<file path="config.mk">
export PLATFORM = sky130hd
export DESIGN_NAME = pha_queue
export DESIGN_NICKNAME = d
export VERILOG_FILES = /design/src/rtl/core/pha_pkg.sv /design/src/rtl/core/pha_queue.sv
export SDC_FILE = /design/constraint.sdc
export NUM_CORES = 1
export LEC_CHECK = 0
export BUFFER_PORTS_ARGS = -buffer_cell sky130_fd_sc_hd__buf_2
export CORE_MARGIN = 3
export CORE_UTILIZATION = 40
export CTS_CLUSTER_DIAMETER = 80
export CTS_CLUSTER_SIZE = 30
export DETAILED_ROUTE_END_ITERATION = 8
export PLACE_DENSITY = 0.62
export SYNTH_ARGS = -nofsm -noshare
export SYNTH_HDL_FRONTEND = slang
export SYNTH_SLANG_ARGS = --single-unit
</file>
<file path="constraint.sdc">
create_clock -name clk_i -period 3.9 [get_ports clk_i]
set_input_delay 0.195 -clock clk_i [delete_from_list [all_inputs] [get_ports clk_i]]
set_output_delay 0.195 -clock clk_i [all_outputs]
set_load 0.005 [all_outputs]
</file>
<file path="src/rtl/core/pha_pkg.sv">
`timescale 1ns / 1ps

package pha_pkg;

  // Field widths of the stream items
  localparam int unsigned CH_BITS      = 4;
  localparam int unsigned SAMPLE_BITS  = 12;
  localparam int unsigned BIN_BITS     = 8;
  localparam int unsigned AMP_BITS     = 18;
  localparam int unsigned COUNT_OUT_BITS = 32;
  localparam int unsigned OP_BITS      = 2;

  // Input tdata layout: channel, sample, bin_index from bit 0 up
  localparam int unsigned IN_CH_LSB     = 0;
  localparam int unsigned IN_SMP_LSB    = IN_CH_LSB + CH_BITS;
  localparam int unsigned IN_BIN_LSB    = IN_SMP_LSB + SAMPLE_BITS;
  localparam int unsigned IN_DATA_BITS  = 24;
  localparam int unsigned OUT_DATA_BITS = 64;

  // Pedestal accumulation
  localparam int unsigned PED_SAMPLES = 20;
  localparam int unsigned POS_BITS    = 5;
  localparam int unsigned SUM_BITS    = 17;

  // Binning: bin = 1 + floor(10 * HIST_BINS * A / 98304), 98304 = 3 * 2^15
  localparam int unsigned OVER_LIMIT   = 98304;
  localparam int unsigned SCALE        = 10;
  localparam int unsigned OVER_MIN_AMP = (OVER_LIMIT + SCALE - 1) / SCALE;
  localparam int unsigned AMP_MUL_BITS = 14;
  localparam int unsigned SCALE_BITS   = 12;
  localparam int unsigned PROD_BITS    = AMP_MUL_BITS + SCALE_BITS;
  localparam int unsigned FRAC_SHIFT   = 15;
  localparam int unsigned QUO_BITS     = PROD_BITS - FRAC_SHIFT;
  localparam int unsigned DIV3_MUL     = 683;
  localparam int unsigned DIV3_SHIFT   = 11;
  localparam int unsigned DIV3_BITS    = 21;

  // Command queue between front and back
  localparam int unsigned QUEUE_DEPTH = 4;
  localparam int unsigned Q_PTR_BITS  = 2;

  typedef enum logic [OP_BITS-1:0] {
    OP_SAMPLE = 2'd0,
    OP_READ   = 2'd1,
    OP_CLEAR  = 2'd2
  } op_e;

  typedef enum logic [1:0] {
    CMD_FILL,
    CMD_READ,
    CMD_CLEAR
  } cmd_e;

  typedef enum logic {
    RES_AMPLITUDE = 1'b0,
    RES_READ      = 1'b1
  } res_e;

  typedef enum logic [1:0] {
    ST_CLEAR,
    ST_IDLE,
    ST_ACCESS,
    ST_OUT
  } back_state_e;

  typedef struct packed {
    cmd_e                        kind;
    logic [CH_BITS-1:0]          channel;
    logic signed [AMP_BITS-1:0]  amp;
    logic [BIN_BITS-1:0]         bin;
  } cmd_t;

endpackage

</file>
<file path="src/rtl/core/pha_queue.sv">
`timescale 1ns / 1ps

module pha_queue (
  input  logic           clk_i,
  input  logic           rst_ni,
  input  logic           push_i,
  input  pha_pkg::cmd_t  push_cmd_i,
  output logic           full_o,
  input  logic           pop_i,
  output logic           valid_o,
  output pha_pkg::cmd_t  head_cmd_o
);

  pha_pkg::cmd_t                   entry_q [pha_pkg::QUEUE_DEPTH];
  logic [pha_pkg::Q_PTR_BITS-1:0]  wr_ptr_q, wr_ptr_d;
  logic [pha_pkg::Q_PTR_BITS-1:0]  rd_ptr_q, rd_ptr_d;
  logic [pha_pkg::Q_PTR_BITS:0]    cnt_q, cnt_d;

  assign full_o     = (cnt_q == (pha_pkg::Q_PTR_BITS + 1)'(pha_pkg::QUEUE_DEPTH));
  assign valid_o    = (cnt_q != '0);
  assign head_cmd_o = entry_q[rd_ptr_q];

  always_comb begin
    wr_ptr_d = push_i ? wr_ptr_q + 1'b1 : wr_ptr_q;
    rd_ptr_d = pop_i  ? rd_ptr_q + 1'b1 : rd_ptr_q;
    cnt_d    = cnt_q;
    if (push_i && !pop_i) begin
      cnt_d = cnt_q + 1'b1;
    end else if (pop_i && !push_i) begin
      cnt_d = cnt_q - 1'b1;
    end
  end

  always_ff @(posedge clk_i or negedge rst_ni) begin
    if (!rst_ni) begin
      wr_ptr_q <= '0;
      rd_ptr_q <= '0;
      cnt_q    <= '0;
    end else begin
      wr_ptr_q <= wr_ptr_d;
      rd_ptr_q <= rd_ptr_d;
      cnt_q    <= cnt_d;
    end
  end

  always_ff @(posedge clk_i) begin
    if (push_i) begin
      entry_q[wr_ptr_q] <= push_cmd_i;
    end
  end

endmodule

</file>
==> impl_metrics.sql, run 1 <==
INSERT INTO impl_metrics (metric_group, metric, value, unit) VALUES
('cells_and_area', 'syn2layout_area_growth', '27.1', '%'),
('power_and_ir_drop', 'worst_ir_drop_vdd', '0.459', 'mV'),
('cells_and_area', 'multi_input_logic_area', '942', 'um^2'),
('floorplan', 'floorplan.initialDensity', '0.414', ''),
('synth', 'synth_area_leaders', 'sky130_fd_sc_hd__edfxtp_1, sky130_fd_sc_hd__mux4_2, sky130_fd_sc_hd__dfrtp_1', ''),
('cells_and_area', 'layout-drive-gt1-share', '0.410', ''),
('floorplan', 'die-height', '118', 'um'),
('hold_path', 'number_of_stages_on_the_worst_hold_path', '1', ''),
('synth', 'synth-seq-cells', '135', ''),
('route', 'ant_nets', '0', ''),
('hold_path', 'start_point_of_the_worst_min_delay_path', 'push_cmd_i[3]', ''),
('synth', 'syn_avg_cell_area', '25.1', 'um^2'),
('hold_path', 'timing.hold.worst_endpoint', 'entry_q[2][3]', ''),
('worst_setup_path', 'setup_crit_path_kind', 'flip-flop to output port', ''),
('sta', 'report.final.hold_viol_count', '0', ''),
('worst_setup_path', 'worst_ep_required_time', '3.70', 'ns'),
('job', 'max_cap_viol_count', '0', ''),
('power_and_ir_drop', 'pwr_density_cell', '720', 'mW/mm^2'),
('synth', 'main_combinational_cell_family_by_area_after_synthesis', 'multiplexers', ''),
('sta', 'finalClockSkew', '0.00768', 'ns'),
('floorplan', 'area_of_the_die', '0.0140', 'mm^2'),
('floorplan', 'die_outline_width', '118', 'um'),
('floorplan', 'core_area', '0.0122', 'mm^2'),
('grt', 'grt_first_pass_wirelength', '14200', 'um'),
('cts', 'postCtsSetupBuffers', '0', ''),
('worst_setup_path', 'critical_path.cell_chain', 'buf_4, mux4_2, buf_2', ''),
('grt', 'grt_util_met2', '0.213', ''),
('cts', 'clock_sink_count', '135', ''),
('sta', 'setup_viol', '0', ''),
('grt', 'number_of_global_route_vias_before_repair', '2581', ''),
('worst_setup_path', 'reg2regPathDepth', '3', ''),
('cells_and_area', 'design.final.nets', '358', ''),
('grt', 'grt_antenna_before_repair', '0', ''),
('hold_path', 'hold_path_class', 'input pin to flip-flop', ''),
('worst_setup_path', 'critical_path_peak_fanout', '24', ''),
('sta', 'timing_worst_slew_pin_value', '0.927', 'ns'),
('sta', 'finalCritPeriodShare', '0.649', ''),
('cells_and_area', 'ff_latch_area', '0.00402', 'mm^2'),
('grt', 'track_usage', '0.138', ''),
('worst_setup_path', 'setup.worst_path.end_class', 'output port', ''),
('worst_setup_path', 'critical_path.reg2reg.startpoint', 'wr_ptr_q[0]', ''),
('sta', 'grt_setup_unrepaired', 'false', ''),
('sta', 'fmax', '395', 'MHz'),
('route', 'number_of_design_rule_violations_left_by_the_first_detailed_router_iteration', '150', ''),
('cts', 'clock_tree_from_tritoncts', 'built', ''),
('route', 'firstDrtPassIters', '4', ''),
('floorplan', 'pin_count', '70', ''),
('synth', 'synth_top_cell_area_share', '0.759', ''),
('route', 'wirelength', '8660', 'um'),
('worst_setup_path', 'critical_path.slowest_cell', 'sky130_fd_sc_hd__dfrtp_2', ''),
('route', 'via_per_inst', '4.75', ''),
('synth', 'synthMuxAreaShare', '0.148', ''),
('place', 'hpwlAfterDp', '4890', 'um'),
('outcome', 'outcome', 'complete, no violations', ''),
('synth', 'top_flip_flop_cell_by_instance_count_after_synthesis', 'sky130_fd_sc_hd__edfxtp_1', ''),
('synth', 'yosys_synthesis_warning_count', '0', ''),
('synth', 'synth_top_cells_by_count', 'sky130_fd_sc_hd__edfxtp_1, sky130_fd_sc_hd__mux4_2, sky130_fd_sc_hd__dfrtp_1, sky130_fd_sc_hd__ha_1', ''),
('synth', 'yosys.cell_types.count', '20', ''),
('synth', 'dominant_cell_type_by_area_after_synthesis', 'sky130_fd_sc_hd__edfxtp_1', ''),
('route', 'route.detailed.wl_per_inst', '17.4', 'um'),
('synth', 'post_synth_instance_area', '0.00506', 'mm^2'),
('cells_and_area', 'fillerInstances', '1018', ''),
('grt', 'largest_net_degree_at_the_start_of_global_routing', '34', ''),
('grt', 'grt_use_met3', '0.0598', ''),
('worst_setup_path', 'timing.critical_path.arrival', '2.34', 'ns'),
('cts', 'cts.htree.levels', '4', ''),
('synth', 'synth-xor-area-share', '0.0104', ''),
('route', 'drc', '0', ''),
('floorplan', 'fp-row-count', '40', ''),
('cells_and_area', 'finalCoreUtilization', '0.527', ''),
('synth', 'synth_enable_flop_cells', '128', '');
[final cells by class]
cell class	count	area share
clock buffers	17	0.0661
flip-flops and latches	135	0.625
clock inverters	15	0.0214
repair buffers	103	0.106
multi-input cells	55	0.146
well taps	168	0.0327
inverters	4	0.00233
[worst max-delay path by stage]
stage	slack [ns]	depth (start not counted)	startpoint	end
after global placement	1.72	3	rd_ptr_q[0]	head_cmd_o[8]
after floorplan	2.10	3	wr_ptr_q[0]	entry_q[2][0]
after global routing	1.14	3	rd_ptr_q[0]	head_cmd_o[29]
after detailed placement	1.70	3	rd_ptr_q[0]	head_cmd_o[4]
final	1.37	3	rd_ptr_q[0]	head_cmd_o[29]
after CTS	1.25	3	rd_ptr_q[0]	head_cmd_o[4]
[cells by family after synthesis]
logic type	Yosys count
flops	135
xor+xnor	6
simple gates	9
mux	33
buf+inv	12
fa+ha+maj	6
compound gates	1
[worst max-delay path: cells and delay by family, from the launching register on]
| family | cells | cell delay, ns |
|---|---|---|
| muxes | 1 | 0.52 |
| buffers and inverters | 2 | 0.51 |
| DFF | 1 | 0.88 |
[sequential cells by signal (all words and copies together), names as in the netlist]
| register | cells |
|---|---|
| cnt_q | 3 |
| entry_q | 128 |
| rd_ptr_q | 2 |
| wr_ptr_q | 2 |
[power breakdown]
part | internal (mW) | total, mW | switching, mW
clock | 0.928 | 1.50 | 0.568
sequential | 1.91 | 2.13 | 0.222
combinational | 0.578 | 1.01 | 0.431
[through the flow]
| step | instances | cell area (um^2) | power (mW) | setup slack, ns |
|---|---|---|---|---|
| after CTS | 495 | 6410 | 4.72 | 1.25 |
| after global placement | 432 | 5540 | 3.16 | 1.72 |
| after detailed placement | 432 | 5540 | 3.19 | 1.70 |
| after floorplan | 202 | 5060 | 2.81 | 2.10 |
| after global routing | 497 | 6430 | 4.89 | 1.14 |
| final | 497 | 6430 | 4.64 | 1.37 |
[cells in the final DEF (no fill, tap or decap), types with 2 or more instances in the layout]
| master | n |
|---|---|
| sky130_fd_sc_hd__dfrtp_1 | 5 |
| sky130_fd_sc_hd__mux4_2 | 28 |
| sky130_fd_sc_hd__ha_1 | 5 |
| sky130_fd_sc_hd__inv_1 | 4 |
| sky130_fd_sc_hd__dlygate4sd3_1 | 33 |
| sky130_fd_sc_hd__clkbuf_16 | 17 |
| sky130_fd_sc_hd__mux4_1 | 4 |
| sky130_fd_sc_hd__buf_2 | 69 |
| sky130_fd_sc_hd__edfxtp_1 | 128 |
| sky130_fd_sc_hd__xnor2_1 | 2 |
| sky130_fd_sc_hd__bufinv_16 | 2 |
| sky130_fd_sc_hd__clkinv_1 | 2 |
| sky130_fd_sc_hd__clkinv_2 | 6 |
| sky130_fd_sc_hd__clkinvlp_4 | 3 |
| sky130_fd_sc_hd__clkinv_4 | 2 |
| sky130_fd_sc_hd__nand2_1 | 2 |
| sky130_fd_sc_hd__and2_2 | 4 |
| sky130_fd_sc_hd__dfrtp_2 | 2 |
| sky130_fd_sc_hd__xor2_1 | 4 |
[timing repair]
| item | 4_1_cts | 5_1_grt |
|---|---|---|
| hold buffers | 31 | 2 |
| resized for setup | 0 | 0 |
| hold endpoints to repair | 124 | 8 |
[per-layer routing]
layer	part of all wire	vias to the layer above	routed length, um
li1	-	1076	-
met2	0.48	58	4170
met4	0.015	0	133
met3	0.043	9	371
met5	0	-	0
met1	0.46	1216	3980
Power figures use the tool's default switching activity.
==> run 2: changes to the inputs <==
Settings changed: PLACE_DENSITY 0.62 to 0.64.
Clock period 3.9 ns to 2.2 ns, I/O delays scaled along.
==> run 2 against run 1 <==
Clock power increased by 91%. Wire length about the same. First-iteration DRC count decreased by 31%. Sequential power increased by 70%. Die area unchanged. Non-clock buffer count increased by 9. Clock skew increased by 0.0034 ns. Core utilization increased by 1.6 points. Via count increased by 1.3%. Global-route usage decreased by 0.12 points. Cell count increased by 1.8%. Final area increased by 3.0%. Critical path type unchanged. Critical endpoint is now head_cmd_o[25]. Highest routed layer unchanged.
==> impl_metrics.sql, run 2 (same netlist as run 1, synthesis figures left out) <==
INSERT INTO impl_metrics (metric_group, metric, value, unit) VALUES
('route', 'via_per_inst', '4.72', ''),
('worst_setup_path', 'worstSetupStartpointType', 'flip-flop', ''),
('cells_and_area', 'final_common_cell', 'sky130_fd_sc_hd__edfxtp_1', ''),
('floorplan', 'die_outline_width', '118', 'um'),
('route', 'firstDrtPassIters', '4', ''),
('worst_setup_path', 'setup_crit_path_kind', 'flip-flop to output port', ''),
('place', 'placed_area', '0.00567', 'mm^2'),
('cts', 'clock_buffer_count_from_cts', '17', ''),
('sta', 'finalClockSkew', '0.0111', 'ns'),
('sta', 'final_critical_period', '2.04', 'ns'),
('route', 'number_of_design_rule_violations_left_by_the_first_detailed_router_iteration', '103', ''),
('floorplan', 'pin_count', '70', ''),
('place', 'placement.io_buffers', '69', ''),
('cts', 'max-clock-path-buffers', '2', ''),
('cts', 'clock_sink_count', '135', ''),
('grt', 'grt_antenna_before_repair', '0', ''),
('grt', 'grt_first_pass_wirelength', '14400', 'um'),
('grt', 'largest_net_degree_at_the_start_of_global_routing', '27', ''),
('cells_and_area', 'register_with_the_highest_flop_count', 'entry_q', ''),
('route', 'route.detailed.wl_per_inst', '17.1', 'um'),
('floorplan', 'core_area', '0.0122', 'mm^2'),
('worst_setup_path', 'path_buf_inv', '2', ''),
('sta', 'timing_worst_slew_pin_value', '0.421', 'ns'),
('cts', 'clk_latency', '0.41', 'ns'),
('cts', 'cts.htree.levels', '4', ''),
('job', 'max_cap_viol_count', '0', ''),
('cts', 'clk_transition_reported_paths', '0.05', 'ns'),
('route', 'wirelength', '8660', 'um'),
('cells_and_area', 'fin_area', '0.00663', 'mm^2'),
('worst_setup_path', 'critical_path.cell_chain', 'buf_4, mux4_2, buf_2', ''),
('worst_setup_path', 'critical_path_cell_count', '3', ''),
('grt', 'track_usage', '0.137', ''),
('grt', 'grt.overflow.total', '0', ''),
('worst_setup_path', 'critPathTopFamily', 'flip-flops', ''),
('cells_and_area', 'design.final.nets', '367', ''),
('cells_and_area', 'largest_registers', 'entry_q: 128 flops, cnt_q: 3 flops', ''),
('cts', 'clock_tree_from_tritoncts', 'built', ''),
('floorplan', 'floorplan.initialDensity', '0.414', ''),
('sta', 'final_max_slew_viol_count', '0', ''),
('floorplan', 'area_of_the_die', '0.0140', 'mm^2'),
('outcome', 'outcome', 'complete, no violations', ''),
('sta', 'grt_setup_unrepaired', 'false', ''),
('hold_path', 'hold_path_class', 'input pin to async pin', ''),
('worst_setup_path', 'setup.worst_path.end_class', 'output port', ''),
('worst_setup_path', 'critical_path_peak_fanout', '11', ''),
('power_and_ir_drop', 'power.static_leakage', '2.37', 'nW'),
('cells_and_area', 'layout-drive-gt1-share', '0.420', ''),
('worst_setup_path', 'worst_ep_required_time', '2.09', 'ns'),
('power_and_ir_drop', 'post-layout-total-power', '8.62', 'mW'),
('route', 'ant_nets', '0', ''),
('route', 'vias', '2390', ''),
('place', 'place_congestion', '0.655', ''),
('power_and_ir_drop', 'worst_ir_drop_vdd', '0.730', 'mV'),
('cells_and_area', 'final_cell_mix', 'sky130_fd_sc_hd__edfxtp_1, sky130_fd_sc_hd__buf_2, sky130_fd_sc_hd__dlygate4sd3_1', ''),
('sta', 'timing.setup.tns', '0', 'ns'),
('sta', 'setup_viol', '0', ''),
('sta', 'report.final.hold_viol_count', '0', ''),
('grt', 'number_of_global_route_vias_before_repair', '2630', ''),
('cells_and_area', 'syn2layout_area_growth', '31.0', '%'),
('sta', 'fmax', '489', 'MHz'),
('power_and_ir_drop', 'pwr_density_cell', '1300', 'mW/mm^2'),
('worst_setup_path', 'max_stage_delay', '0.60', 'ns'),
('floorplan', 'fp-row-count', '40', ''),
('worst_setup_path', 'reg2regPathDepth', '4', ''),
('cells_and_area', 'diodes', '0', ''),
('sta', 'finalCritPeriodShare', '0.929', ''),
('sta', 'timing.slew.headroom', '0.719', ''),
('cells_and_area', 'number_of_flip_flops_under_the_largest_register_name', '128', ''),
('route', 'drc', '0', ''),
('worst_setup_path', 'critical_path.slowest_cell', 'sky130_fd_sc_hd__dfrtp_2', ''),
('place', 'hpwlAfterDp', '5390', 'um'),
('floorplan', 'die-height', '118', 'um'),
('cts', 'cts_root_buf', 'sky130_fd_sc_hd__clkbuf_16', ''),
('worst_setup_path', 'timing.critical_path.arrival', '1.93', 'ns');
## run 2: what timing repair did
| item | CTS | global route |
|---|---|---|
| buffers inserted | 0 | 0 |
| endpoints found under the hold margin | 139 | 0 |
| resized for setup | 0 | 0 |
| hold buffers | 35 | 0 |
## run 2: per-layer routing
metal	up-vias	GRT usage	share of wire
met2	59	0.222	0.51
met1	1228	0.169	0.42
met5	-	0	0
li1	1093	-	-
met3	10	0.0498	0.056
met4	0	0.0543	0.011
## run 2: power breakdown
| part | internal [mW] | switching [mW] | leakage [nW] |
|---|---|---|---|
| clock | 1.88 | 0.988 | 0.297 |
| combinational | 1.18 | 0.937 | 0.814 |
| sequential | 3.38 | 0.256 | 1.26 |
| total | 6.43 | 2.18 | 2.37 |
## run 2: path summary, 6_finish.rpt
kind | to | from | slack, ns
worst max register to register | entry_q[0][18] | wr_ptr_q[0] | 0.68
worst min register to register | cnt_q[2] | cnt_q[2] | 0.49
worst max-delay path | head_cmd_o[25] | rd_ptr_q[0] | 0.16
max in group asynchronous | rd_ptr_q[1] | rst_ni | 1.93
min in group clk_i | entry_q[3][9] | push_cmd_i[9] | 0.45
worst min-delay path | cnt_q[2] | rst_ni | 0.09
## run 2: worst register-to-register path: cells and delay by family, from the launching register on
kind,cells,cell delay [ns]
DFF,1,0.42
buffers and inverters,2,0.34
adders and majority gates,1,0.14
and+or+nand+nor,1,0.32
## run 2: final cells by class
type                       count  area [um^2]
inverter                       4         15.0
clock inverter                14          181
clock buffer                  18          429
timing repair buffer         112          831
fill                         967         5580
multi-input combinational     55          942
sequential                   135         4020
tap                          168          210
## run 2: metrics by stage
stage / util / hold slack [ns] / worst slack (ns) / std cells
2_1_floorplan: - / -0.186 / 0.398 / 202
3_3_place_gp: 0.464 / -0.0437 / 0.574 / 439
3_5_place_dp: 0.464 / -0.0421 / 0.545 / 439
4_1_cts: 0.543 / 0.0677 / 0.111 / 506
5_1_grt: 0.543 / 0.0809 / 0.0461 / 506
6_report: 0.543 / 0.0906 / 0.157 / 506
