## src/rtl/core/pha_pkg.sv

```systemverilog
`timescale 1ns / 1ps

package pha_pkg;

  // Field widths of the stream items
  localparam int unsigned CH_BITS      = 4;
  localparam int unsigned SAMPLE_BITS  = 12;
  localparam int unsigned BIN_BITS     = 8;
  localparam int unsigned AMP_BITS     = 18;
  localparam int unsigned COUNT_OUT_BITS = 32;
  localparam int unsigned OP_BITS      = 2;

  // Input tdata layout: channel, sample, bin_index from bit 0 up
  localparam int unsigned IN_CH_LSB     = 0;
  localparam int unsigned IN_SMP_LSB    = IN_CH_LSB + CH_BITS;
  localparam int unsigned IN_BIN_LSB    = IN_SMP_LSB + SAMPLE_BITS;
  localparam int unsigned IN_DATA_BITS  = 24;
  localparam int unsigned OUT_DATA_BITS = 64;

  // Pedestal accumulation
  localparam int unsigned PED_SAMPLES = 20;
  localparam int unsigned POS_BITS    = 5;
  localparam int unsigned SUM_BITS    = 17;

  // Binning: bin = 1 + floor(10 * HIST_BINS * A / 98304), 98304 = 3 * 2^15
  localparam int unsigned OVER_LIMIT   = 98304;
  localparam int unsigned SCALE        = 10;
  localparam int unsigned OVER_MIN_AMP = (OVER_LIMIT + SCALE - 1) / SCALE;
  localparam int unsigned AMP_MUL_BITS = 14;
  localparam int unsigned SCALE_BITS   = 12;
  localparam int unsigned PROD_BITS    = AMP_MUL_BITS + SCALE_BITS;
  localparam int unsigned FRAC_SHIFT   = 15;
  localparam int unsigned QUO_BITS     = PROD_BITS - FRAC_SHIFT;
  localparam int unsigned DIV3_MUL     = 683;
  localparam int unsigned DIV3_SHIFT   = 11;
  localparam int unsigned DIV3_BITS    = 21;

  // Command queue between front and back
  localparam int unsigned QUEUE_DEPTH = 4;
  localparam int unsigned Q_PTR_BITS  = 2;

  typedef enum logic [OP_BITS-1:0] {
    OP_SAMPLE = 2'd0,
    OP_READ   = 2'd1,
    OP_CLEAR  = 2'd2
  } op_e;

  typedef enum logic [1:0] {
    CMD_FILL,
    CMD_READ,
    CMD_CLEAR
  } cmd_e;

  typedef enum logic {
    RES_AMPLITUDE = 1'b0,
    RES_READ      = 1'b1
  } res_e;

  typedef enum logic [1:0] {
    ST_CLEAR,
    ST_IDLE,
    ST_ACCESS,
    ST_OUT
  } back_state_e;

  typedef struct packed {
    cmd_e                        kind;
    logic [CH_BITS-1:0]          channel;
    logic signed [AMP_BITS-1:0]  amp;
    logic [BIN_BITS-1:0]         bin;
  } cmd_t;

endpackage

```

## src/rtl/core/pha_front.sv

```systemverilog
`timescale 1ns / 1ps

module pha_front #(
  parameter int HIST_BINS = 200
) (
  input  logic                                 clk_i,
  input  logic                                 rst_ni,
  input  logic                                 s_axis_tvalid_i,
  output logic                                 s_axis_tready_o,
  input  logic [pha_pkg::IN_DATA_BITS-1:0]     s_axis_tdata_i,
  input  logic [pha_pkg::OP_BITS-1:0]          s_axis_tuser_i,
  input  logic                                 s_axis_tlast_i,
  input  logic                                 stall_i,
  output logic                                 push_o,
  output pha_pkg::cmd_t                        cmd_o
);

  localparam logic [pha_pkg::SCALE_BITS-1:0] HB10 =
    pha_pkg::SCALE_BITS'(pha_pkg::SCALE * HIST_BINS);
  localparam logic [pha_pkg::SUM_BITS-1:0] OVER_MIN =
    pha_pkg::SUM_BITS'(pha_pkg::OVER_MIN_AMP);

  logic                                accept;
  logic [pha_pkg::CH_BITS-1:0]         in_ch;
  logic [pha_pkg::SAMPLE_BITS-1:0]     in_smp;
  logic [pha_pkg::BIN_BITS-1:0]        in_bin;
  pha_pkg::op_e                        in_op;

  logic [pha_pkg::SUM_BITS-1:0]        sum_q, sum_d;
  logic [pha_pkg::SAMPLE_BITS-1:0]     min_q, min_d;
  logic [pha_pkg::POS_BITS-1:0]        pos_q, pos_d;
  logic [pha_pkg::SUM_BITS-1:0]        sum_nx;
  logic [pha_pkg::SAMPLE_BITS-1:0]     min_nx;

  logic                                s1_valid_d;
  pha_pkg::cmd_e                       s1_kind_d;

  logic                                s1_valid_q, s2_valid_q, s3_valid_q;
  pha_pkg::cmd_e                       s1_kind_q, s2_kind_q, s3_kind_q;
  logic [pha_pkg::CH_BITS-1:0]         s1_ch_q, s2_ch_q, s3_ch_q;
  logic [pha_pkg::BIN_BITS-1:0]        s1_bin_q, s2_bin_q, s3_bin_q;
  logic [pha_pkg::SUM_BITS-1:0]        s1_sum_q;
  logic [pha_pkg::SAMPLE_BITS-1:0]     s1_min_q;
  logic signed [pha_pkg::AMP_BITS-1:0] s2_amp_q, s3_amp_q;
  logic                                s3_neg_q, s3_over_q;
  logic [pha_pkg::QUO_BITS-1:0]        s3_quo_q;

  logic [pha_pkg::SUM_BITS-1:0]        min20;
  logic signed [pha_pkg::AMP_BITS-1:0] amp_d;
  logic [pha_pkg::PROD_BITS-1:0]       prod;
  logic                                neg_d, over_d;
  logic [pha_pkg::DIV3_BITS-1:0]       div3;
  logic [pha_pkg::BIN_BITS-1:0]        fill_bin;

  assign in_ch  = s_axis_tdata_i[pha_pkg::IN_CH_LSB +: pha_pkg::CH_BITS];
  assign in_smp = s_axis_tdata_i[pha_pkg::IN_SMP_LSB +: pha_pkg::SAMPLE_BITS];
  assign in_bin = s_axis_tdata_i[pha_pkg::IN_BIN_LSB +: pha_pkg::BIN_BITS];
  assign in_op  = pha_pkg::op_e'(s_axis_tuser_i);

  assign s_axis_tready_o = !stall_i;
  assign accept          = s_axis_tvalid_i && !stall_i;

  // Pedestal sum covers the first samples only; minimum tracks all of them
  assign sum_nx = (pos_q < pha_pkg::POS_BITS'(pha_pkg::PED_SAMPLES)) ?
                  sum_q + pha_pkg::SUM_BITS'(in_smp) : sum_q;
  assign min_nx = (in_smp < min_q) ? in_smp : min_q;

  always_comb begin
    sum_d      = sum_q;
    min_d      = min_q;
    pos_d      = pos_q;
    s1_valid_d = 1'b0;
    s1_kind_d  = pha_pkg::CMD_FILL;
    if (accept) begin
      unique case (in_op)
        pha_pkg::OP_SAMPLE: begin
          if (s_axis_tlast_i) begin
            sum_d      = '0;
            min_d      = '1;
            pos_d      = '0;
            s1_valid_d = 1'b1;
          end else begin
            sum_d = sum_nx;
            min_d = min_nx;
            if (pos_q < pha_pkg::POS_BITS'(pha_pkg::PED_SAMPLES)) begin
              pos_d = pos_q + 1'b1;
            end
          end
        end
        pha_pkg::OP_READ: begin
          s1_valid_d = 1'b1;
          s1_kind_d  = pha_pkg::CMD_READ;
        end
        pha_pkg::OP_CLEAR: begin
          s1_valid_d = 1'b1;
          s1_kind_d  = pha_pkg::CMD_CLEAR;
        end
        default: begin
          s1_valid_d = 1'b0;
        end
      endcase
    end
  end

  always_ff @(posedge clk_i or negedge rst_ni) begin
    if (!rst_ni) begin
      sum_q <= '0;
      min_q <= '1;
      pos_q <= '0;
    end else begin
      sum_q <= sum_d;
      min_q <= min_d;
      pos_q <= pos_d;
    end
  end

  // Stage 2: amplitude = pedestal sum - 20 * minimum
  assign min20 = pha_pkg::SUM_BITS'({s1_min_q, 4'b0000}) +
                 pha_pkg::SUM_BITS'({s1_min_q, 2'b00});
  assign amp_d = $signed({1'b0, s1_sum_q}) - $signed({1'b0, min20});

  // Stage 3: range class and scaled product, then drop the 2^15 factor
  assign neg_d  = s2_amp_q[pha_pkg::AMP_BITS-1];
  assign over_d = !neg_d && (s2_amp_q[pha_pkg::SUM_BITS-1:0] >= OVER_MIN);
  assign prod   = pha_pkg::PROD_BITS'(s2_amp_q[pha_pkg::AMP_MUL_BITS-1:0]) *
                  pha_pkg::PROD_BITS'(HB10);

  // Divide by three with a reciprocal, exact for quotients below 2048
  assign div3     = pha_pkg::DIV3_BITS'(s3_quo_q) *
                    pha_pkg::DIV3_BITS'(pha_pkg::DIV3_MUL);
  assign fill_bin = pha_pkg::BIN_BITS'(div3[pha_pkg::DIV3_BITS-1:pha_pkg::DIV3_SHIFT]) +
                    pha_pkg::BIN_BITS'(1);

  always_ff @(posedge clk_i or negedge rst_ni) begin
    if (!rst_ni) begin
      s1_valid_q <= 1'b0;
      s2_valid_q <= 1'b0;
      s3_valid_q <= 1'b0;
    end else if (!stall_i) begin
      s1_valid_q <= s1_valid_d;
      s2_valid_q <= s1_valid_q;
      s3_valid_q <= s2_valid_q;
    end
  end

  always_ff @(posedge clk_i) begin
    if (!stall_i) begin
      s1_kind_q <= s1_kind_d;
      s1_ch_q   <= in_ch;
      s1_bin_q  <= in_bin;
      s1_sum_q  <= sum_nx;
      s1_min_q  <= min_nx;
      s2_kind_q <= s1_kind_q;
      s2_ch_q   <= s1_ch_q;
      s2_bin_q  <= s1_bin_q;
      s2_amp_q  <= amp_d;
      s3_kind_q <= s2_kind_q;
      s3_ch_q   <= s2_ch_q;
      s3_bin_q  <= s2_bin_q;
      s3_amp_q  <= s2_amp_q;
      s3_neg_q  <= neg_d;
      s3_over_q <= over_d;
      s3_quo_q  <= prod[pha_pkg::PROD_BITS-1:pha_pkg::FRAC_SHIFT];
    end
  end

  always_comb begin
    cmd_o.kind    = s3_kind_q;
    cmd_o.channel = s3_ch_q;
    cmd_o.amp     = s3_amp_q;
    cmd_o.bin     = s3_bin_q;
    if (s3_kind_q == pha_pkg::CMD_FILL) begin
      if (s3_neg_q) begin
        cmd_o.bin = '0;
      end else if (s3_over_q) begin
        cmd_o.bin = pha_pkg::BIN_BITS'(HIST_BINS + 1);
      end else begin
        cmd_o.bin = fill_bin;
      end
    end else begin
      cmd_o.amp = '0;
    end
  end

  assign push_o = s3_valid_q && !stall_i;

endmodule

```

## config.mk

```make
export PLATFORM = sky130hd
export DESIGN_NAME = pha_front
export DESIGN_NICKNAME = d
export VERILOG_FILES = /design/src/rtl/core/pha_pkg.sv /design/src/rtl/core/pha_front.sv
export SDC_FILE = /design/constraint.sdc
export NUM_CORES = 1
export LEC_CHECK = 0
export BUFFER_PORTS_ARGS = -buffer_cell sky130_fd_sc_hd__buf_2
export CAP_MARGIN = 10
export CORE_UTILIZATION = 67
export CTS_BUF_LIST = sky130_fd_sc_hd__clkbuf_8 sky130_fd_sc_hd__clkbuf_16
export DETAILED_ROUTE_END_ITERATION = 16
export GPL_TIMING_DRIVEN = 0
export PLACE_DENSITY = 0.91
export SYNTH_ARGS = -nofsm -noshare
export SYNTH_HDL_FRONTEND = slang
export SYNTH_SLANG_ARGS = --single-unit
```

## constraint.sdc

```tcl
create_clock -name clk_i -period 9.15 [get_ports clk_i]
set_input_delay 0.915 -clock clk_i [delete_from_list [all_inputs] [get_ports clk_i]]
set_output_delay 0.915 -clock clk_i [all_outputs]
set_load 0.01 [all_outputs]
```

==> summary.txt, run 1 <==
CTS
  – Hold_buf cts: 0
  – Setup bufs post-CTS: 0
  – CTS tree: built
  – Clock Latency Late Sink: 430 ps
  – CTS Buf Count: 17
  – CTS HTree Levels: 4
  – Clock sinks: about 160
  – CTS clk-pin slew, worst paths: around 60 ps
  – Post-cts gate resize count: 0
  – Root Driver: clkbuf_16
  – Longest Clk Path Bufs: 2

Layout
  – Final net count: ~1300
  – Layout cell share with drive strength beyond 1: a little over an eighth
  – Seq. cell area: 4480 sq um
  – Final core occ: around three quarters
  – Multi-input logic area: about 6300 sq um
  – Fin cells: roughly 1300
  – # fillers: ~980
  – Layout Area Growth over Synthesis: 10.9%
  – Ant diodes: 0

Timing
  – Worst-Margin Slew: between 900 and 1000 ps
  – Setup TNS Final: 0 ps
  – Setup ws final: slightly above 2000 ps
  – Pins Over Slew Limit: 0
  – Unrepaired setup endpoints after global routing: false
  – Period utilization: 77.8%
  – Relative slew slack: 37.5%
  – Fmax: 0.141 GHz
  – Setup violations, final: 0
  – Clk_skew: ~5.6 ps
  – Final hold vios: 0
  – Tmin final: about 7100 ps

Drt
  – Drt first-iter violations: between 300 and 400
  – Drc violations: 0
  – DR vias/cell: between 5 and 6
  – Final wirelength: approximately 22000 um
  – WL per Instance: between 15 and 20 um
  – First-pass detailed-route iteration total: 7
  – Total number of vias: about 7500
  – DRT antenna net count: 0

Floorplanning
  – Height of the chip: about 130 um
  – Starting density of the core: between 60% and 70%
  – Die area: ~17000 sq um
  – Rows: 47
  – Die W: around 130 um
  – Ports: 65
  – Core Area: 16500 sq um

Outcome
  – Status: finished, final reports clean

Yosys
  – Cell variety after synth: 73
  – Syn_nets: about 1200
  – Main area contributors after synthesis: edfxtp_1, ha_1, fa_1, dfrtp_1, inv_1
  – Synth async-reset ratio: a little under a quarter
  – Area share of the largest cell type after synthesis: a little under a third
  – Yosys warning count: 0
  – Cell area after synthesis: between 10000 and 15000 sq um
  – Top cells by instance count after synthesis: ha_1, inv_1, edfxtp_1
  – Avg Inst Size Synth: about 12 sq um
  – Cell accounting for the most synthesized area: edfxtp_1
  – Post-Syn Instances: 961
  – Number of enable flip-flop cells after synthesis: about 120
  – Yosys reg bits: 155
  – Most common cell in the synthesized netlist: ha_1
  – Sequential area share after synthesis: 39.6%
  – Main synth FF type: edfxtp_1

Global route
  – Antenna violations before repair: 0
  – Largest net degree at the start of global routing: between 70 and 80
  – Global route overflow: 0
  – Total GRT Usage: roughly 27%
  – Global-route wire length before repair: around 37000 um
  – Vias in the first global route: 7863

Worst setup path
  – Worst EP required: slightly above 8000 ps
  – Reg2Reg Setup Slack: 4020 ps
  – Origin of the critical flop-to-flop path: s2_amp_q[2]$_DFFE_PN_
  – CP Launch Type: flop
  – Crit. Startpoint: s3_quo_q[5]$_DFFE_PN_
  – Reg2Reg Depth: 17
  – R2R Path End: s3_quo_q[9]$_DFFE_PN_
  – Critical Path End: cmd_o[7]
  – Worst Path Arrival: between 6000 and 7000 ps
  – Max Fanout on Critical Path: 5
  – WS Path Type: flop to output pin
  – CP Capture Type: output pin

Job
  – # Max-Cap Violations: 0

Placed design
  – Placer Congestion: around 0.87
  – Pre-CTS setup slack: approximately 2500 ps
  – Port-buffer cells: 64
  – Dpl hpwl: roughly 17000 um
  – Cells after DPL: approximately 1200

Worst hold path
  – Worst hold path class: flop to flop
sequential cells by signal (all words and copies together) (netlist names), 2 cells and up:
register	cells
s1_min_q	12
min_q	12
sum_q	17
s2_ch_q	4
s3_amp_q	18
s2_amp_q	18
s3_kind_q	2
s3_bin_q	8
pos_q	5
s2_bin_q	8
s1_sum_q	17
s3_ch_q	4
s3_quo_q	10
s1_kind_q	2
s1_bin_q	8
s2_kind_q	2
s1_ch_q	4
cells by family (layout without fill, tap and decap cells):
group,after synthesis,after routing,synth area share (%)
simple gates,190,190,8.21
fa+ha+maj,241,241,31.7
compound gates,181,181,11.5
mux,8,8,0.784
flops,155,155,39.6
buf+inv,143,240,4.80
xor+xnor,43,43,3.39
worst max-delay path: stages, from the launching register on:
cell,delay (ps)
edfxtp_1,480
ha_1,370
ha_1,300
inv_1,60
fa_1,530
inv_1,50
fa_1,490
inv_1,50
fa_1,500
inv_1,40
ha_1,330
a21oi_1,130
nor2_1,60
a2111oi_0,560
xnor2_1,340
nand4_2,270
o41a_1,390
a211oi_2,200
mux2_4,330
nor3_2,160
buf_2,150
worst min path at each step:
stage | end | slack, ps | cells after the start | from
CTS | s2_ch_q[3]$_DFFE_PN_ | 420 | 0 | s1_ch_q[3]$_DFFE_PN_
global placement | s2_ch_q[1]$_DFFE_PN_ | 400 | 0 | s1_ch_q[1]$_DFFE_PN_
floorplan | s2_bin_q[0]$_DFFE_PN_ | 400 | 0 | s1_bin_q[0]$_DFFE_PN_
finish | s2_bin_q[1]$_DFFE_PN_ | 420 | 0 | s1_bin_q[1]$_DFFE_PN_
detailed placement | s2_bin_q[1]$_DFFE_PN_ | 400 | 0 | s1_bin_q[1]$_DFFE_PN_
global route | s3_bin_q[6]$_DFFE_PN_ | 420 | 0 | s2_bin_q[6]$_DFFE_PN_
routing by layer:
metal	vias up	global-route usage, %	wire length (um)
met5	-	0	0
met4	0	14.5	754
met3	68	4.58	632
met2	182	49.4	12000
met1	3647	31.1	8940
li1	3561	-	-
cells in the final DEF, fill, tap and decap left out, types with 4 or more instances in the layout:
cell / netlist / routed
o22ai_1: 6 / 6
nand2_1: 54 / 54
dfrtp_1: 25 / 25
ha_1: 164 / 164
clkbuf_1: 15 / 15
and3_1: 8 / 8
o21bai_1: 5 / 5
mux2i_1: 4 / 4
edfxtp_1: 118 / 118
o22a_1: 6 / 6
fa_1: 77 / 77
o31ai_1: 7 / 7
or2_2: 5 / 5
a22oi_1: 6 / 6
a22o_1: 15 / 15
dfstp_2: 12 / 12
xnor2_1: 28 / 28
nor2_1: 47 / 47
o21ai_0: 34 / 34
nor2b_1: 4 / 4
inv_1: 126 / 125
and2_1: 19 / 19
inv_6: 0 / 5
nand3_1: 12 / 12
o21a_1: 12 / 12
a21o_1: 15 / 15
nand4_1: 4 / 4
nor3_1: 22 / 22
buf_2: 0 / 64
xor2_1: 14 / 14
clkbuf_16: 0 / 17
a21oi_1: 34 / 34
metrics by stage:
step,hold WS [ps],instance area (sq um)
2_1_floorplan,400,11300
3_3_place_gp,400,11900
3_5_place_dp,405,12000
4_1_cts,419,12600
5_1_grt,422,12600
6_report,418,12600
layout make-up:
class / instances / share of cell area, %
buffer: 16 / 0.538
clock buffer: 17 / 3.39
clock inverter: 15 / 1.48
inverter: 127 / 3.81
multi-input combinational: 663 / 50.1
sequential: 155 / 35.7
tap: 220 / 2.19
timing repair buffer: 65 / 2.77
Power of run 1 is left out: the tool's default activity adds up to more than one toggle a clock period on the data nets, which glitch-free logic cannot reach.
==> run 2: changes to the inputs <==
--- a/config.mk
+++ b/config.mk
@@ -7,11 +7,11 @@
 export LEC_CHECK = 0
 export BUFFER_PORTS_ARGS = -buffer_cell sky130_fd_sc_hd__buf_2
 export CAP_MARGIN = 10
-export CORE_UTILIZATION = 67
+export CORE_UTILIZATION = 57
 export CTS_BUF_LIST = sky130_fd_sc_hd__clkbuf_8 sky130_fd_sc_hd__clkbuf_16
 export DETAILED_ROUTE_END_ITERATION = 16
 export GPL_TIMING_DRIVEN = 0
-export PLACE_DENSITY = 0.91
+export PLACE_DENSITY = 0.83
 export SYNTH_ARGS = -nofsm -noshare
 export SYNTH_HDL_FRONTEND = slang
 export SYNTH_SLANG_ARGS = --single-unit
==> constraint.sdc (replaced) <==
create_clock -name clk_i -period 6.01 [get_ports clk_i]
set_input_delay 0.601 -clock clk_i [delete_from_list [all_inputs] [get_ports clk_i]]
set_output_delay 0.601 -clock clk_i [all_outputs]
set_load 0.01 [all_outputs]
==> summary.txt, run 2 (synthesis gave the netlist of run 1 again) <==
Timing
  – Clk_skew: 9.18 ps (+3.62 ps)
  – Tmin final: 6270 ps
  – Relative slew slack: 42.2% (+4.7 points)
  – Pins Over Slew Limit: 0 (unchanged)
  – Setup ws final: -264 ps (-2300 ps)
  – Unrepaired setup endpoints after global routing: true
  – Worst-Margin Slew: 867 ps (-67.2 ps)
  – Setup violations, final: 2 (+2)
  – Final hold vios: 0 (unchanged)
  – Setup TNS Final: -423 ps (-423 ps)
  – Worst hold slack: 288 ps (-130 ps)
  – Fmax: about 0.16 GHz
  – Period utilization: 104%

Worst setup path
  – CP max stage delay: 500 ps (-60 ps)
  – Worst EP required: 5410 ps (-2830 ps)
  – Cells along the critical path: ha_4, ha_4, inv_2, fa_1, inv_1, fa_1, inv_1, fa_1, inv_2, ha_4, a211oi_4, a32oi_2, and3_1, a22o_4, mux2i_1, and3_4, buf_4, o41ai_2, a211oi_2, mux2_4, nor3_2, buf_2
  – CP Launch Type: flop
  – Max Fanout on Critical Path: 5 (unchanged)
  – WS Path Type: flop to output pin
  – Bufs and invs on worst path: 6 (+1)
  – CP Capture Type: output pin
  – CP top delay family: adder cells
  – Slowest CP cell: fa_1
  – Worst Path Arrival: 5670 ps (-530 ps)

Floorplanning
  – Height of the chip: 143 um (+8.3%)
  – Core Area: 19500 sq um (+18%)
  – Ports: 65 (unchanged)
  – Starting density of the core: 58.2% (-10 points)
  – Die W: 143 um (+8.3%)
  – Die area: 20400 sq um (+17%)
  – Rows: 51 (+8.5%)

Layout
  – Layout cell share with drive strength beyond 1: 18.0% (+4.8 points)
  – # fillers: 1358 (+38%)
  – Most common cell after layout, fill and taps aside: ha_1
  – Most frequent cells in the layout: ha_1, inv_1, edfxtp_1
  – Seq. cell area: 4480 sq um (unchanged)
  – Layout Area Growth over Synthesis: 16.2%
  – Final net count: 1345 (+2.1%)
  – Ant diodes: 0 (unchanged)
  – Top Registers: s2_amp_q (18), s3_amp_q (18)
  – Multi-input logic area: 6610 sq um (+4.9%)

Worst hold path
  – Worst hold path class: input port to async pin

Global route
  – Vias in the first global route: 7784 (-1.0%)
  – Largest net degree at the start of global routing: 70 (-1.4%)
  – Global route overflow: 0 (unchanged)
  – Total GRT Usage: 23.9% (-3.5 points)
  – Antenna violations before repair: 0 (unchanged)
  – Global-route wire length before repair: 37300 um (+0.43%)

Drt
  – Final wirelength: 22500 um (+0.78%)
  – Drt first-iter violations: 388 (+3.7%)
  – Drc violations: 0 (unchanged)
  – Total number of vias: 7486 (+0.38%)
  – DRT antenna net count: 0 (unchanged)
  – WL per Instance: 16.6 um (-4.7%)
  – First-pass detailed-route iteration total: 5 (-2)
  – DR vias/cell: 5.54 (-5.0%)

CTS
  – Root Driver: clkbuf_16
  – CTS HTree Levels: 4 (unchanged)
  – Clock Latency Late Sink: 430 ps (about the same)
  – Longest Clk Path Bufs: 2 (unchanged)
  – Hold_buf cts: 0 (unchanged)
  – CTS Buf Count: 17 (unchanged)
  – CTS clk-pin slew, worst paths: 60 ps (about the same)
  – Clock sinks: 155 (unchanged)
  – CTS tree: built

Job
  – # Max-Cap Violations: 0 (unchanged)

Placed design
  – Dpl hpwl: 15900 um (-4.5%)
  – Port-buffer cells: 64 (unchanged)
  – Pre-CTS setup slack: -296 ps (-2790 ps)
  – Placer Congestion: 0.923 (+5.6%)

Outcome
  – Violated checks: setup timing
  – Status: complete, but fails checks
## run 2: layout make-up
cell class                 instances  area share (%)
clock inverter                    13            1.23
inverter                         127            3.64
buffer                            14           0.399
multi-input combinational        663            50.2
tap                              265            2.52
clock buffer                      19            3.44
sequential                       155            34.1
timing repair buffer              95            4.52
## run 2: per-layer routing
metal | up-vias | global-route usage [%] | share of wire [%]
li1 | 3619 | - | -
met1 | 3673 | 27.7 | 41
met2 | 145 | 43.0 | 53
met3 | 49 | 4.02 | 3.2
met4 | 0 | 10.7 | 3.2
met5 | - | 0 | 0
## run 2: per-stage QoR
| step | util, % | std cells | cell area [sq um] |
|---|---|---|---|
| final | 67.6 | 1351 | 13200 |
| after global routing | 67.6 | 1351 | 13200 |
| after CTS | 67.2 | 1345 | 13100 |
| after detailed placement | 61.7 | 1291 | 12000 |
| after global placement | 61.6 | 1290 | 12000 |
| after floorplan | - | 961 | 11300 |
## run 2: final timing paths
kind	from	endpoint	slack [ps]	cells past startpoint
worst max register to register	s2_amp_q[2]$_DFFE_PN_	s3_quo_q[9]$_DFFE_PN_	850	15
min in group clk_i	s_axis_tdata_i[3]	s1_ch_q[3]$_DFFE_PN_	340	1
worst max-delay path	s3_quo_q[5]$_DFFE_PN_	cmd_o[7]	-260	22
worst min register to register	s1_ch_q[0]$_DFFE_PN_	s2_ch_q[0]$_DFFE_PN_	410	0
worst min-delay path	rst_ni	sum_q[5]$_DFFE_PN0P_	290	1
max in group asynchronous	rst_ni	sum_q[15]$_DFFE_PN0P_	5170	1
## run 2: what timing repair did
action                                  CTS  global route
endpoints found under the setup margin    4             4
gates resized for setup                  39             8
pin swaps                                34            12
buffers inserted                         24             6
## run 2: worst register-to-register path, stage by stage (launching register included)
cell and delay, ps:
edfxtp_1 560, fa_1 570, fa_1 590, fa_1 450, fa_1 470, ha_1 320
a21o_1 180, a21o_1 170, a21oi_1 130, o21ai_1 150, a31o_2 310, a221oi_2 340
o21ai_0 240, o21a_1 230, nor2_1 120, xnor2_1 80
Power of run 2 is left out for the same reason.
